==> config.mk <==
export PLATFORM = sky130hd
export DESIGN_NAME = lom_div100
export DESIGN_NICKNAME = d
export VERILOG_FILES = /design/src/rtl/core/lom_pkg.sv /design/src/rtl/core/lom_div100.sv
export SDC_FILE = /design/constraint.sdc
export NUM_CORES = 1
export LEC_CHECK = 0
export BUFFER_PORTS_ARGS = -buffer_cell sky130_fd_sc_hd__buf_2
export CORE_MARGIN = 2
export CORE_UTILIZATION = 49
export DETAILED_ROUTE_END_ITERATION = 16
export PLACE_DENSITY = 0.74
export SLEW_MARGIN = 20
export SYNTH_ARGS = -nofsm -noshare
export SYNTH_HDL_FRONTEND = slang
export SYNTH_SLANG_ARGS = --single-unit
==> constraint.sdc <==
create_clock -name clk -period 3.2 [get_ports clk]
set_clock_uncertainty 0.1 [all_clocks]
set_input_delay 0 -clock clk [delete_from_list [all_inputs] [get_ports clk]]
set_output_delay 0 -clock clk [all_outputs]
set_load 0.01 [all_outputs]
==> src/rtl/core/lom_pkg.sv <==
// Shared types, constants and sequencer states of the limit order matcher.
package lom_pkg;

	localparam int DEF_BOOK_ENTRIES = 32;
	localparam int FEE_DIV          = 100;
	localparam int DIV_STEPS        = 10;   // 40-bit dividend, one nibble a step

	// result kinds
	localparam logic [1:0] KIND_FILL   = 2'd0;
	localparam logic [1:0] KIND_RESTED = 2'd1;
	localparam logic [1:0] KIND_DONE   = 2'd2;
	localparam logic [1:0] KIND_REJECT = 2'd3;

	// order side
	localparam logic SIDE_BUY  = 1'b0;
	localparam logic SIDE_SELL = 1'b1;

	typedef struct packed {
		logic        op;
		logic [19:0] order_id;
		logic [7:0]  client_id;
		logic [19:0] quantity;
		logic [19:0] limit_price;
	} order_t;

	typedef struct packed {
		logic [1:0]  kind;
		logic [19:0] resting_order_id;
		logic [7:0]  resting_client_id;
		logic [19:0] fill_qty;
		logic [39:0] fill_value;
		logic [33:0] fill_fee;
		logic [19:0] remaining_qty;
		logic [47:0] fees_collected;
		logic        last;
	} result_t;

	typedef struct packed {
		logic        start;
		logic [39:0] dividend;
	} div_req_t;

	typedef struct packed {
		logic        done;
		logic [33:0] quotient;
	} div_rsp_t;

	typedef enum logic [3:0] {
		S_IDLE,
		S_SCAN,
		S_MUL,
		S_DVS,
		S_DVW,
		S_EMIT,
		S_REMOVE,
		S_FINAL,
		S_IPOS,
		S_INS
	} state_t;

endpackage

==> src/rtl/core/lom_div100.sv <==
// Iterative divide by one hundred, one dividend nibble per cycle.
module lom_div100 import lom_pkg::*; (
	input  logic     clk,
	input  logic     arst_n,
	input  div_req_t req,
	output div_rsp_t rsp
);

	localparam int SW = $clog2(DIV_STEPS + 1);

	logic [SW-1:0] step_q;
	logic [39:0]   x_q;
	logic [33:0]   q_q;
	logic [6:0]    r_q;
	logic          done_q;

	logic [10:0] t;
	logic [3:0]  d;
	logic [10:0] sub;

	// one long-division digit: partial remainder times 16 plus next nibble
	always_comb begin
		t = {r_q, x_q[39:36]};
		d = 4'd0;
		for (int j = 1; j < 16; j++) begin
			if (t >= 11'(j * FEE_DIV))
				d = 4'(j);
		end
		sub = 11'(d) * 11'(FEE_DIV);
	end

	// control
	always_ff @(posedge clk or negedge arst_n) begin
		if (!arst_n) begin
			step_q <= '0;
			done_q <= 1'b0;
		end else begin
			done_q <= 1'b0;
			if (req.start) begin
				step_q <= SW'(DIV_STEPS);
			end else if (step_q != '0) begin
				step_q <= step_q - 1'b1;
				if (step_q == SW'(1))
					done_q <= 1'b1;
			end
		end
	end

	// datapath; quotient of a 40-bit dividend by 100 fits 34 bits
	always_ff @(posedge clk) begin
		if (req.start) begin
			x_q <= req.dividend;
			r_q <= '0;
			q_q <= '0;
		end else if (step_q != '0) begin
			x_q <= {x_q[35:0], 4'd0};
			r_q <= 7'(t - sub);
			q_q <= {q_q[29:0], d};
		end
	end

	assign rsp.done     = done_q;
	assign rsp.quotient = q_q;

endmodule

==> results of run 1 <==
-- final timing paths --
| kind | startpoint | end | slack (ns) | cells after the start |
|---|---|---|---|---|
| max | x_q[39] | r_q[6] | -0.16 | 15 |
| min | req[40] | q_q[4] | 0.07 | 2 |
| max reg2reg | x_q[39] | r_q[6] | -0.16 | 15 |
| min reg2reg | q_q[32] | q_q[32] | 0.38 | 1 |
| max in group asynchronous | arst_n | step_q[0] | 2.31 | 3 |
| min in group asynchronous | arst_n | step_q[3] | 0.48 | 3 |
-- power groups by stage --
stage | sequential [W] | combinational, W | clock [W]
6_report | 0.00145 | 0.00172 | 0.000781
3_5_place_dp | 0.00147 | 0.00143 | 0
3_3_place_gp | 0.00146 | 0.00140 | 0
2_1_floorplan | 0.00141 | 0.000996 | 0
5_1_grt | 0.00147 | 0.00189 | 0.000837
4_1_cts | 0.00144 | 0.00150 | 0.000790
-- final cells by class --
cell class | instances | area, µm²
Clock inverter | 6 | 70.1
Clock buffer | 10 | 128
Fill cell | 556 | 2430
Multi-Input combinational cell | 190 | 1620
Sequential cell | 86 | 2150
Inverter | 10 | 37.5
Timing Repair Buffer | 166 | 1160
Tap cell | 102 | 128
-- kinds of logic (layout without fill, tap and decap cells) --
| family | after synthesis | after routing | synth area share |
|---|---|---|---|
| and+or+nand+nor | 53 | 53 | 0.0732 |
| buffers and inverters | 35 | 192 | 0.0543 |
| adders and majority gates | 9 | 9 | 0.0308 |
| xor gates and xnor gates | 6 | 6 | 0.0135 |
| DFF | 86 | 86 | 0.551 |
| muxes | 36 | 36 | 0.104 |
| AOI/OAI and AO/OA | 86 | 86 | 0.173 |
-- cells in the mapped netlist (5+ instances only) --
master / n
dfxtp_1: 41
a21oi_1: 8
edfxtp_1: 40
a22o_1: 31
nor2_1: 9
ha_1: 8
dfrtp_1: 5
nand2_1: 14
mux2_2: 36
clkbuf_1: 11
inv_1: 10
buf_6: 8
o21ai_0: 13
-- placed cells by master (no fill, tap or decap), drive strengths merged, types with 2 or more instances in the layout --
cell           n
buf          124
dlygate4sd3   42
dfxtp         41
edfxtp        40
mux2          36
a22o          32
o21ai         16
nand2         14
inv           12
clkbuf        10
nor2           9
a21oi          8
ha             8
dfrtp          5
a21o           5
nor3           5
or3            5
a31oi          4
and2           4
xnor2          4
nand3          4
nor2b          3
a211o          2
and4           2
and3           2
or2b           2
xor2           2
o22ai          2
a22oi          2
clkinv         2
a2111oi        2
o31ai          2
o21a           2
-- worst reg2reg max path, delay by kind of cell (launching register included) --
kind,cells,cell delay (ns)
AO/OA/AOI/OAI,6,1.16
AND/OR/NAND/NOR,4,0.75
adder cells (fa/ha/maj),2,0.51
flip-flops,1,0.42
buffers and inverters,2,0.18
XOR/XNOR,1,0.14
-- routing by layer --
| layer | share of wire | vias to the layer above | track usage |
|---|---|---|---|
| met3 | 0.045 | 14 | 0.0443 |
| li1 | - | 1469 | - |
| met2 | 0.50 | 107 | 0.379 |
| met1 | 0.44 | 1468 | 0.264 |
| met5 | 0 | - | 0 |
| met4 | 0.024 | 0 | 0.100 |
-- per-stage QoR --
| stage | total power [W] | TNS, ns |
|---|---|---|
| floorplan | 0.00241 | -0.0729 |
| global placement | 0.00286 | -0.135 |
| detailed placement | 0.00290 | -0.207 |
| CTS | 0.00373 | -0.160 |
| global route | 0.00420 | -0.340 |
| finish | 0.00395 | -0.159 |
-- what timing repair did --
item,CTS,global route
buffers inserted,3,5
gates resized for setup,5,16
gates cloned,0,0
pin swaps,4,17
hold buffers,42,0
setup endpoints to repair,1,1
endpoints found under the hold margin,45,0
-- state kept, by name, indices dropped and copies added, names as in the netlist --
name and count:
q_q 34, step_q 4, done_q 1, x_q 40, r_q 7
==> results.cfg, run 1 <==
[outcome]
status = complete, but fails checks
violations = negative setup slack

[grt]
grt_pass1_vias = 3042
grt_overflow = 0
grt_max_degree = 42
grt_usage = 0.220
grt_antenna_before_repair = 0
grt_pass1_wl_mm = 14.7

[floorplanning]
dieHeight_um = 93.2
placementRows = 32
die_area_um2 = 8680
top_level_ports = 78
die_w_um = 93.2
floorplan.initialDensity = 0.504
core_region_area_um2 = 7730

[power_and_ir_drop]
internal-power_w = 0.00266
swShare = 0.328
seqPwrFrac = 0.367
p_comb_frac = 0.435
powerDensity_nw_per_um2 = 746
peakVddDrop_mv = 0.390
power.share.clock = 0.198
p_switching_w = 0.00129
p_leak_nw = 2.31

[clocking]
numCtsBuffers = 9
cts_max_level = 3
clkSinkCount = 86
insertion_delay_ns = 0.36
cts_buffer_depth = 2
cts_tree = built
cts_root_buffer = clkbuf_8
clk_pin_slew_ns = 0.09

[worst_setup_path]
cp_max_fo = 5
path_buf_inv = 2
cp-start-kind = flop
worstPathCellList = buf_6 -> o311a_1 -> o31ai_2 -> nor3_2 -> o21ai_2 -> nand3_2 -> ha_4 -> inv_2 -> ha_4 -> o21a_4 -> or3_4 -> and4_4 -> a211oi_2 -> xnor2_1 -> o22ai_1
path_class = reg -> reg
cp.arrival_ns = 3.50
cp_slowest_stage_delay_ns = 0.42
end_kind = flop
cp_top_family = compound AO/OA/AOI/OAI gates
required_ns = 3.34
path_common_cell = ha_4
crit_slowest_cell = edfxtp_1

[finish]
area_delta_synth_final_pct = 35.9
design_area_um2 = 5300
diodes = 0
nNetsFinal = 515
post-route-util = 0.686
drive_gt1_frac = 0.449
finalNonFillerCells = 570

[sta]
fmax_mhz = 298
fin_crit_ns = 3.36
tightest_slew_ns = 0.608
setup_ws_ns = -0.159
slew-limit-headroom = 0.595
slew_viol_final = 0
whs_ns = 0.0719
fin_crit_sh = 1.05
hold_viol_final = 0
setup_viol_count_final = 1
rsz0062_at_grt = true

[routing]
wl_per_cell_um = 16.2
drt_iter0_markers = 217
drc = 0
wirelength_mm = 9.23
viasPerCell = 5.36
drtAntennaViolNets = 0
dr.pass1.iters = 4
via_count = 3058

[yosys]
synth_area_leaders = edfxtp_1 (31%), dfxtp_1 (21%), mux2_2 (10%), a22o_1 (7.0%), dfrtp_1 (3.2%)
ys_ff_latch = 86
synth_top_area_share = 0.308
synth_top_area_cell = edfxtp_1
yosys_warnings = 0
seq_area_frac_synth = 0.551
ys_dominant_reg_cell = dfxtp_1
synth_area_um2 = 3900
synth.distinct_cells = 54
syn_avg_cell_area_um2 = 12.5
syn_nets = 363
synth_cells = 311
synth-edff-count = 40
async_flop_share = 0.0581

[placed_design]
place_hpwl_mm = 5.62
dp.cells = 504
dp_slack_ns = -0.207
place_area_um2 = 4550
gp_congestion = 0.906
io_buffers = 77

[hold_path]
holdCritPathClass = in -> reg

[job]
max_cap_viol_count = 0
No activity file was read; power rests on OpenSTA's default activity.
==> run 2, diff against run 1 <==
- CTS_BUF_LIST: default -> sky130_fd_sc_hd__clkbuf_4 sky130_fd_sc_hd__clkbuf_8 sky130_fd_sc_hd__clkbuf_16
==> run 2 against run 1 <==
  * The flow still finishes with violations (negative setup slack)
  * Final cell count unchanged
  * First-iteration DRC count unchanged
  * Fmax decreased by 0.11%
  * Via count increased by 0.29%
  * Register-to-register slack about the same
  * Non-clock buffer count unchanged
  * Clock-buffer cell count unchanged
==> results.cfg, run 2 (same netlist as run 1, synthesis figures left out) <==
[sta]
setup_ws_ns = -0.163
fin_crit_sh = 1.05
slew-limit-headroom = 0.596
tightest_slew_ns = 0.605
tns_ns = -0.163
hold_viol_final = 0
fin_crit_ns = 3.36
rsz0062_at_grt = true
fmax_mhz = 297
whs_ns = 0.0719
slew_viol_final = 0
setup_viol_count_final = 1

[finish]
layout_commonest_cell = buf_2
largest_register_ffs = 40
post-route-util = 0.686
top_regs = x_q x40, q_q x34, r_q x7
nNetsFinal = 515
diodes = 0
final_cell_mix = buf_2 (78), buf_4 (45), dlygate4sd3_1 (42)
drive_gt1_frac = 0.451
area_delta_synth_final_pct = 36.0
finalNonFillerCells = 570
largest-register = x_q

[placed_design]
dp.cells = 504
gp_congestion = 0.906
io_buffers = 77
dp_slack_ns = -0.207
place_hpwl_mm = 5.62

[worst_setup_path]
crit_slowest_cell = edfxtp_1
cp_top_family = compound AO/OA/AOI/OAI gates
cp.arrival_ns = 3.50
cp-start-kind = flop
cp_slowest_stage_delay_ns = 0.42
end_kind = flop
path_class = reg -> reg
required_ns = 3.34
path_buf_inv = 2
cp_max_fo = 5
path_common_cell = ha_4
worstPathCellList = buf_6 -> o311a_1 -> o31ai_2 -> nor3_2 -> o21ai_2 -> nand3_2 -> ha_4 -> inv_2 -> ha_4 -> o21a_4 -> or3_4 -> and4_4 -> a211oi_2 -> xnor2_1 -> o22ai_1

[routing]
via_count = 3067
wl_per_cell_um = 16.2
drt_iter0_markers = 217
wirelength_mm = 9.23
dr.pass1.iters = 4
drc = 0
drtAntennaViolNets = 0
viasPerCell = 5.38

[grt]
grt_pass1_vias = 3042
grt_usage = 0.220
grt_max_degree = 42
grt_antenna_before_repair = 0
grt_pass1_wl_mm = 14.7
grt_overflow = 0

[clocking]
cts_tree = built
clkSinkCount = 86
cts_root_buffer = clkbuf_8
insertion_delay_ns = 0.35
numCtsBuffers = 9
cts_buffer_depth = 2
cts_max_level = 3
clk_pin_slew_ns = 0.09

[floorplanning]
die_w_um = 93.2
dieHeight_um = 93.2
placementRows = 32
core_region_area_um2 = 7730
top_level_ports = 78
die_area_um2 = 8680
floorplan.initialDensity = 0.504

[power_and_ir_drop]
powerDensity_nw_per_um2 = 746
peakVddDrop_mv = 0.390
p_leak_nw = 2.31

[hold_path]
holdCritPathClass = in -> reg

[outcome]
violations = negative setup slack
status = complete, but fails checks

[job]
max_cap_viol_count = 0
[run 2: cell counts in the layout (fill, tap and decap cells not counted)]
No cell type changed its count.
[run 2: final cells by class]
class	count	area [µm²]
Sequential cell	86	2150
Fill cell	554	2430
Inverter	10	37.5
Multi-Input combinational cell	190	1620
Clock buffer	10	131
Tap cell	102	128
Clock inverter	6	70.1
Timing Repair Buffer	166	1160
[run 2: worst paths after layout]
kind | startpoint | endpoint | slack [ns] | depth (start not counted)
setup reg to reg | x_q[39] | r_q[6] | -0.16 | 15
max in group asynchronous | arst_n | step_q[0] | 2.31 | 3
hold reg to reg | q_q[32] | q_q[32] | 0.38 | 1
min in group asynchronous | arst_n | step_q[3] | 0.48 | 3
hold / removal | req[40] | q_q[4] | 0.07 | 2
setup / recovery | x_q[39] | r_q[6] | -0.16 | 15
[run 2: worst register-to-register path: stages, from the launching register on]
cell      delay [ns]
edfxtp_1        0.42
buf_6           0.15
o311a_1         0.30
o31ai_2         0.25
nor3_2          0.08
o21ai_2         0.17
nand3_2         0.14
ha_4            0.30
inv_2           0.03
ha_4            0.21
o21a_4          0.12
or3_4           0.33
and4_4          0.20
a211oi_2        0.22
xnor2_1         0.14
o22ai_1         0.10
[run 2: metrics by stage]
step | area [µm²] | power [W]
6_report | 5300 | 0.00396
5_1_grt | 5300 | 0.00421
4_1_cts | 5200 | 0.00374
3_5_place_dp | 4550 | 0.00290
3_3_place_gp | 4550 | 0.00286
2_1_floorplan | 3910 | 0.00241
[run 2: report_power, final]
group	internal (W)	switching, W	leakage, nW
logic	0.000982	0.000737	1.38
registers	0.00131	0.000144	0.826
clock network	0.000376	0.000409	0.101
total	0.00267	0.00129	2.31
[run 2: metal layers]
metal,track usage,part of all wire,up-vias
li1,-,-,1468
met1,0.264,0.43,1477
met2,0.379,0.50,108
met3,0.0443,0.047,14
met4,0.100,0.023,0
met5,0,0,-
[run 2: what timing repair did]
| action | CTS | global route |
|---|---|---|
| hold endpoints to repair | 45 | 0 |
| pin swaps | 4 | 17 |
| hold buffers | 42 | 0 |
| setup endpoints to repair | 1 | 1 |
| gates cloned | 0 | 0 |
| setup buffers | 3 | 5 |
| resized for setup | 5 | 16 |
==> run 3, diff against run 2 <==
- SKIP_CTS_REPAIR_TIMING: default -> 1
==> run 3 against run 2 <==
  * The run still ends with negative setup slack left
  * Sequential cell count unchanged
  * Fmax up 1.2%
  * Register-to-register slack better by 0.04 ns
  * Clock power up 1%
  * Clock-buffer cell count unchanged
  * First-iteration DRC count down 29%
  * Worst setup slack better by 0.041 ns
  * Via count down 1.1%
  * Critical path type unchanged
  * Largest cell class unchanged
  * Highest routed layer unchanged
==> results.cfg, run 3 (same netlist as run 1, synthesis figures left out) <==
[outcome]
status = complete, but fails checks
violations = negative setup slack

[placed_design]
place_hpwl_mm = 5.62
dp.cells = 504
place_area_um2 = 4550
dp_slack_ns = -0.207
io_buffers = 77
gp_congestion = 0.906

[grt]
grt_max_degree = 42
grt_overflow = 0
grt_pass1_wl_mm = 13.0
grt_usage = 0.192
grt_pass1_vias = 2697
grt_antenna_before_repair = 0

[finish]
largest_register_ffs = 40
design_area_um2 = 5290
area_delta_synth_final_pct = 35.6
largest-register = x_q
fillCellCount = 557
nNetsFinal = 511
drive_gt1_frac = 0.446
diodes = 0
finalNonFillerCells = 566
layout_commonest_cell = buf_2
final_cell_mix = buf_2 (77), buf_4 (43), dlygate4sd3_1 (42)
multi_input_area_um2 = 1640
top_regs = x_q x40, q_q x34, r_q x7
regArea_um2 = 2150

[floorplanning]
floorplan.initialDensity = 0.504
dieHeight_um = 93.2
top_level_ports = 78
die_w_um = 93.2
core_region_area_um2 = 7730
die_area_um2 = 8680
placementRows = 32

[clocking]
cts_tree = built
clkSinkCount = 86
clk_pin_slew_ns = 0.09
numCtsBuffers = 9
cts_root_buffer = clkbuf_8
insertion_delay_ns = 0.36
cts_buffer_depth = 2
cts_max_level = 3

[sta]
slew_viol_final = 0
setup_viol_count_final = 1
hold_viol_final = 0
fin_crit_ns = 3.32
rsz0062_at_grt = true
setup_ws_ns = -0.121
slew-limit-headroom = 0.600
fin_crit_sh = 1.04
tightest_slew_ns = 0.599
fmax_mhz = 301

[routing]
wl_per_cell_um = 16.3
drtAntennaViolNets = 0
via_count = 3033
dr.pass1.iters = 4
drc = 0
drt_iter0_markers = 155
viasPerCell = 5.36
wirelength_mm = 9.22

[hold_path]
holdCritPathClass = in -> reg

[job]
max_cap_viol_count = 0

[worst_setup_path]
cp_max_fo = 8
cp-start-kind = flop
end_kind = flop
cp.arrival_ns = 3.47
required_ns = 3.35
path_class = reg -> reg

[power_and_ir_drop]
p_comb_frac = 0.426
powerDensity_nw_per_um2 = 741
swShare = 0.330
p_switching_w = 0.00129
internal-power_w = 0.00262
peakVddDrop_mv = 0.419
p_leak_nw = 2.29
power.share.clock = 0.203
seqPwrFrac = 0.371
-- run 3: changes by cell type in the layout (fill, tap and decap cells not counted), sizes merged --
cell,previous run,this run
buf,124,120
-- run 3: critical path: stages, from the launching register on --
cell and delay (ns):
edfxtp_1 0.52, buf_4 0.19, buf_4 0.13, inv_1 0.07, a31oi_1 0.08, a21o_2 0.21, o21ai_2 0.16, nand3_2 0.14
ha_4 0.30, inv_2 0.03, ha_4 0.20, o21a_4 0.12, or3_4 0.33, and4_4 0.20, a211oi_2 0.19, xnor2_1 0.14
o22ai_1 0.10
-- run 3: final timing paths --
path                             endpoint  slack (ns)  depth (start not counted)  startpoint
worst min-delay path               q_q[4]        0.06                          2     req[40]
worst max register to register     r_q[6]       -0.12                         16     x_q[39]
min in group asynchronous       step_q[3]        0.47                          3      arst_n
max in group asynchronous          done_q        2.32                          3      arst_n
worst min register to register    q_q[32]        0.38                          1     q_q[32]
worst max-delay path               r_q[6]       -0.12                         16     x_q[39]
-- run 3: cell type report --
| cell class | instances | area share |
|---|---|---|
| Timing Repair Buffer | 162 | 0.214 |
| Inverter | 10 | 0.00710 |
| Tap cell | 102 | 0.0241 |
| Sequential cell | 86 | 0.407 |
| Clock inverter | 6 | 0.0133 |
| Clock buffer | 10 | 0.0249 |
| Multi-Input combinational cell | 190 | 0.310 |
-- run 3: power by group through the flow --
stage               clock network (W)  registers (W)  logic (W)
detailed placement                  0        0.00147    0.00143
global route                 0.000844        0.00147    0.00184
global placement                    0        0.00146    0.00140
finish                       0.000794        0.00145    0.00167
CTS                          0.000798        0.00144    0.00143
floorplan                           0        0.00141   0.000996
-- run 3: metrics by stage --
step                power [W]  hold slack, ns  utilization  setup TNS (ns)
floorplan             0.00241          -0.396            -         -0.0729
global placement      0.00286          -0.283        0.589          -0.135
detailed placement    0.00290          -0.276        0.589          -0.207
CTS                   0.00367          -0.667        0.615          -0.235
global route          0.00415          0.0834        0.684          -0.279
finish                0.00391          0.0621        0.684          -0.121
-- run 3: layer usage --
layer	part of all wire	track usage	vias up	wire, µm
met5	0	0	-	0
met4	0.020	0.0821	0	186
met3	0.048	0.0524	14	445
met2	0.51	0.310	89	4670
met1	0.43	0.242	1466	3920
li1	-	-	1464	-
